[config.mk]
export PLATFORM = sky130hd
export DESIGN_NAME = rks_ram
export DESIGN_NICKNAME = d
export VERILOG_FILES = /design/src/rtl/rks_ram.sv
export SDC_FILE = /design/constraint.sdc
export NUM_CORES = 1
export LEC_CHECK = 0
export ABC_AREA = 1
export BUFFER_PORTS_ARGS = -buffer_cell sky130_fd_sc_hd__buf_2
export CAP_MARGIN = 25
export CELL_PAD_IN_SITES_DETAIL_PLACEMENT = 2
export CELL_PAD_IN_SITES_GLOBAL_PLACEMENT = 2
export CORE_ASPECT_RATIO = 0.7
export CORE_MARGIN = 2
export CORE_UTILIZATION = 40
export CTS_CLUSTER_DIAMETER = 150
export DETAILED_ROUTE_END_ITERATION = 8
export PLACE_DENSITY = 0.8
export SLEW_MARGIN = 40
export SYNTH_ARGS = -nofsm -noshare
export SYNTH_HDL_FRONTEND = slang
export SYNTH_SLANG_ARGS = --single-unit
[constraint.sdc]
create_clock -name clock -period 2.2 [get_ports clock]
set_input_delay 0.22 -clock clock [delete_from_list [all_inputs] [get_ports clock]]
set_output_delay 0.22 -clock clock [all_outputs]
set_load 0.01 [all_outputs]
[src/rtl/rks_ram.sv]
module rks_ram #(
   parameter int WIDTH = 8,
   parameter int DEPTH = 64
) (
   input  logic                     clock,
   input  logic                     we,
   input  logic [$clog2(DEPTH)-1:0] waddr,
   input  logic [WIDTH-1:0]         wdata,
   input  logic [$clog2(DEPTH)-1:0] raddr,
   output logic [WIDTH-1:0]         rdata
);

   logic [WIDTH-1:0] mem [DEPTH];

   always_ff @(posedge clock) begin
      if (we) begin
         mem[waddr] <= wdata;
      end
      rdata <= mem[raddr];
   end

endmodule

### Yosys cells after proc, flatten, opt, wreduce, memory -nomap -nowiden

Memory sizes are Yosys's and may differ from the RTL's. A register that Yosys moved wholly into a read port is not among the register bits.
Cells that the tools add are included.

* register bits after elaboration: 0
* output and inout bits: 8
* memories: 1
* word-level logic and storage cells: 3
* bits of input ports: 22
* memory bits (writable): 512

* multiplexer cells: 2

Memory list
* mem: words 64, width 8, read ports 1, clocked after memory_dff 1, write ports 1, RTL line 13 `logic [WIDTH-1:0] mem [DEPTH];`

Operator list (count)
* 2-to-1 mux 1 bit: 2

### Longest topological paths before layout

* depth in word-level cells: 2
* mapped depth: 12
* mapped depth without buffers: 9

### Worst setup path after synthesis

No wires, ideal clock.

* path kind: in2reg
* start: in we
* end: mem mem[48][0], enable pin
* setup slack: 0.214 ns
* setup time: 0.395 ns
* stages on the path: 3
* data required time: 1.805 ns
* buffers on the path: 1
* data arrival time: 1.591 ns
* cells stage by stage: clkbuf_1 -> nand4_1 -> nor4_1

* longest elaborated chain between the ends: 2

RTL lines
* start: declaration: RTL line 6 `input logic we,`
* 2-to-1 mux 1 bit: RTL line 16 `if (we) begin`
* 2-to-1 mux 1 bit (implied by the code): RTL line 17 `mem[waddr] <= wdata;`
* end: declaration: RTL line 13

Every way passes these cells.

==> report_table.html <==
<table>
<tr><th>Metric</th><th>Value</th></tr>
<tr><th colspan="2">Status</th></tr>
<tr><td>Status</td><td>finished, final reports clean</td></tr>
<tr><th colspan="2">Pwr</th></tr>
<tr><td>LEAKAGE</td><td>just under 9 nW</td></tr>
<tr><td>Max VDD drop</td><td>0.7156 mV</td></tr>
<tr><td>PwrDens</td><td>870.3 nW/um^2</td></tr>
<tr><th colspan="2">Yosys</th></tr>
<tr><td>Post-Syn Area per Cell</td><td>11.82 um^2</td></tr>
<tr><td>Synthesis Warnings</td><td>0</td></tr>
<tr><td>Register area share after synthesis</td><td>72.80%</td></tr>
<tr><td>Nets in the synthesized netlist</td><td>1827</td></tr>
<tr><td>Netlist Area Pre-Place</td><td>about 21000 um^2</td></tr>
<tr><td>Post-synthesis cell count</td><td>~1.8k</td></tr>
<tr><td>Total of flip-flops plus latches after synthesis</td><td>between 500 and 600</td></tr>
<tr><td>Count of different cell masters after synthesis</td><td>16</td></tr>
<tr><th colspan="2">Timing</th></tr>
<tr><td>Final critical delay including setup and external delays</td><td>between 1.5 and 2 ns</td></tr>
<tr><td>Final hold violation count</td><td>0</td></tr>
<tr><td>Setup repair after global routing missed its margin</td><td>no</td></tr>
<tr><td>Final critical-path share of the clock period</td><td>72.05%</td></tr>
<tr><td>Number of pins exceeding their max-slew limit in the final report</td><td>0</td></tr>
<tr><td>Clock Skews</td><td>roughly 0.014 ns</td></tr>
<tr><td>Setup TNS</td><td>0 ns</td></tr>
<tr><td>Final count of negative-setup-slack endpoints</td><td>0</td></tr>
<tr><td>Slew at the pin closest to its max-slew limit</td><td>0.7836 ns</td></tr>
<tr><td>Slew headroom</td><td>roughly 48%</td></tr>
<tr><td>Maximum achievable frequency</td><td>630.8 MHz</td></tr>
<tr><th colspan="2">Global route</th></tr>
<tr><td>Met1 routing resource usage after global routing</td><td>38.62%</td></tr>
<tr><td>Largest net degree at the start of global routing</td><td>65</td></tr>
<tr><td>First-pass GRT wire length</td><td>~110 mm</td></tr>
<tr><td>GRT met3 Usage</td><td>6.032%</td></tr>
<tr><td>Global-route usage over all layers</td><td>27.94%</td></tr>
<tr><td>GRT busiest layer</td><td>met2</td></tr>
<tr><td>Number of antenna violations at the first check in global routing</td><td>4</td></tr>
<tr><td>Met2 track demand over resource</td><td>44.65%</td></tr>
<tr><td>Vias in the first global route</td><td>~17k</td></tr>
<tr><td>Total congestion overflow</td><td>0</td></tr>
<tr><th colspan="2">Setup path</th></tr>
<tr><td>Startpoint Class</td><td>register</td></tr>
<tr><td>Class of the most critical setup path</td><td>register to register</td></tr>
<tr><td>Crit end category</td><td>register</td></tr>
<tr><td>Data arrival, critical path</td><td>approximately 2.1 ns</td></tr>
<tr><td>Required time of the critical path</td><td>2.67 ns</td></tr>
<tr><td>Top fanout value on the critical path</td><td>1</td></tr>
<tr><th colspan="2">Die</th></tr>
<tr><td>Chip Width</td><td>roughly 280 um</td></tr>
<tr><td>Ports</td><td>30</td></tr>
<tr><td>Placeable core area</td><td>~52000 um^2</td></tr>
<tr><td>Die span in y</td><td>197.2 um</td></tr>
<tr><td>Starting density of the core</td><td>about two fifths</td></tr>
<tr><td>Rows</td><td>70</td></tr>
<tr><td>Area enclosed by the die boundary</td><td>around 55000 um^2</td></tr>
<tr><th colspan="2">Drt</th></tr>
<tr><td>Routed WL</td><td>75.92 mm</td></tr>
<tr><td>Routed vias</td><td>15.19k</td></tr>
<tr><td>DRC marker count from the first detailed-route iteration</td><td>1574</td></tr>
<tr><td>Residual antenna-violating net count after detailed routing</td><td>0</td></tr>
<tr><td>Post-detailed-route via-to-cell ratio</td><td>5.787</td></tr>
<tr><td>Number of detailed-route iterations in the first pass</td><td>7</td></tr>
<tr><td>Count of unresolved DRC violations after routing</td><td>0</td></tr>
<tr><td>Final routed wire length divided by cell count</td><td>28.93 um</td></tr>
<tr><th colspan="2">CTS</th></tr>
<tr><td>Post-cts sizing count</td><td>0</td></tr>
<tr><td>Buffers inserted by post-CTS timing repair</td><td>0</td></tr>
<tr><td>Root Buffer Master</td><td>sky130_fd_sc_hd__clkbuf_16</td></tr>
<tr><td>CTS tree</td><td>yes</td></tr>
<tr><td># H-tree levels</td><td>2</td></tr>
<tr><td>Clock sink total</td><td>520</td></tr>
<tr><td>CTS buffer count</td><td>between 50 and 60</td></tr>
<tr><td>CTS clock-pin slew for the worst setup and hold paths</td><td>roughly 0.070 ns</td></tr>
<tr><td>Maximum number of buffers from clock root to sink</td><td>3</td></tr>
<tr><td>Skew-Pair Late Insertion Delay</td><td>just under 0.6 ns</td></tr>
<tr><th colspan="2">Place</th></tr>
<tr><td>Total placed instance area</td><td>22740 um^2</td></tr>
<tr><td>Detailed placer's ending HPWL</td><td>47.72 mm</td></tr>
<tr><td>Count of buffers inserted at the top-level ports</td><td>29</td></tr>
<tr><td>Final Wtd Congestion</td><td>0.8311</td></tr>
<tr><th colspan="2">Final layout</th></tr>
<tr><td>Footprint of the flip-flops and latches</td><td>roughly 16000 um^2</td></tr>
<tr><td>Signed area change from the synthesized netlist to the final layout</td><td>13.95%</td></tr>
<tr><td>Number of nets at the end of the flow</td><td>1922</td></tr>
<tr><td>Share of cells above drive strength 1</td><td>11.50%</td></tr>
<tr><td>Count of fill cells added during filler insertion</td><td>~5.2k</td></tr>
<tr><td>Footprint of the multi-input gates</td><td>about 4900 um^2</td></tr>
<tr><td>Final design area excluding fillers</td><td>24320 um^2</td></tr>
<tr><th colspan="2">Run</th></tr>
<tr><td>Total of max-cap violations</td><td>0</td></tr>
<tr><th colspan="2">Hold path</th></tr>
<tr><td>Min-delay worst type</td><td>primary input to register</td></tr>
</table>
[flip-flops by register name (all words and copies together) (netlist names)]
signal	cells
mem	512
rdata	8
[metrics by stage]
step / instances / hold slack [ns] / total power (W) / util, % / setup slack (ns)
final: 2624 / 0.1208 / 0.02116 / 46.35 / 0.6148
after floorplan: 1805 / 0.3189 / 0.01197 / - / 0.2139
after global placement: 2530 / 0.5847 / 0.01261 / 43.34 / 0.2224
after CTS: 2623 / 0.08577 / 0.02127 / 46.34 / 0.6522
after detailed placement: 2530 / 0.5902 / 0.01271 / 43.34 / 0.07882
after global routing: 2623 / 0.1076 / 0.02176 / 46.34 / 0.5179
[worst max-delay path, cell delays in order (launching register included)]
cell                       delay, ns
sky130_fd_sc_hd__edfxtp_1       0.42
sky130_fd_sc_hd__nand2_1        0.10
sky130_fd_sc_hd__nand3_1        0.10
sky130_fd_sc_hd__nand3_1        0.11
sky130_fd_sc_hd__nand2_1        0.07
sky130_fd_sc_hd__nand2_1        0.06
sky130_fd_sc_hd__nand3_1        0.29
sky130_fd_sc_hd__nand3_1        0.23
sky130_fd_sc_hd__nand2_1        0.09
[area by class of cell]
cell class | count | area share [%]
antenna | 1 | 0.01029
clock buffer | 71 | 5.732
inverter | 12 | 0.2264
multi-input combinational | 1160 | 20.34
sequential | 520 | 63.89
timing repair buffer | 155 | 5.573
tap | 684 | 3.520
clock inverter | 21 | 0.7101
[worst paths after layout]
path	start	endpoint	slack (ns)	cells past startpoint
worst max-delay path	mem[31][5]$_DFFE_PP_	rdata[5]$_DFF_P_	0.61	8
worst max register to register	mem[31][5]$_DFFE_PP_	rdata[5]$_DFF_P_	0.61	8
worst min-delay path	waddr[1]	mem[53][6]$_DFFE_PP_	0.12	2
worst min register to register	mem[8][1]$_DFFE_PP_	rdata[1]$_DFF_P_	0.87	8
[where the power goes]
part,switching (W),internal [W]
clock,0.00387,0.00476
combinational,0.00114,0.000386
sequential,0.0000578,0.0110
[cell usage in the layout, fill, tap and decap left out, drive strengths merged]
master,Yosys,final
inv,12,12
nand3,439,439
dfxtp,8,8
dlygate4sd3,0,1
nand2,648,648
diode,0,1
bufinv,0,3
nand4,9,9
clkinv,0,17
nor4,8,8
edfxtp,512,512
nor2,56,56
clkinvlp,0,1
clkbuf,15,72
buf,98,153
[logic make-up after synthesis]
logic type	synth area share [%]
simple gates	23.18
flops	72.80
buf+inv	4.022
[Yosys cell counts]
cell type                  number  share of area (%)
sky130_fd_sc_hd__inv_1         10               0.18
sky130_fd_sc_hd__nor4_1         8               0.23
sky130_fd_sc_hd__nand2_1      648                 11
sky130_fd_sc_hd__buf_8          2               0.14
sky130_fd_sc_hd__nor2_1        56               0.99
sky130_fd_sc_hd__edfxtp_1     512                 72
sky130_fd_sc_hd__inv_6          1              0.041
sky130_fd_sc_hd__buf_1         10               0.18
sky130_fd_sc_hd__nand4_1        9               0.26
sky130_fd_sc_hd__inv_2          1              0.018
sky130_fd_sc_hd__dfxtp_1        8               0.75
sky130_fd_sc_hd__buf_4         14               0.49
sky130_fd_sc_hd__clkbuf_1      15               0.26
sky130_fd_sc_hd__buf_6         35                1.8
sky130_fd_sc_hd__buf_2         37               0.87
sky130_fd_sc_hd__nand3_1      439                 10
[timing repair]
action / CTS / global route
endpoints found under the hold margin: 5 / 0
endpoints found under the setup margin: 0 / 0
hold buffers: 1 / 0
[per-layer routing]
metal  routed length [um]  share of wire [%]
met5                    8              0.011
met4                 2160                2.8
met3                 5652                7.4
met2                35170                 46
met1                32920                 43
Note: power is estimated with default switching activity, not from simulation.
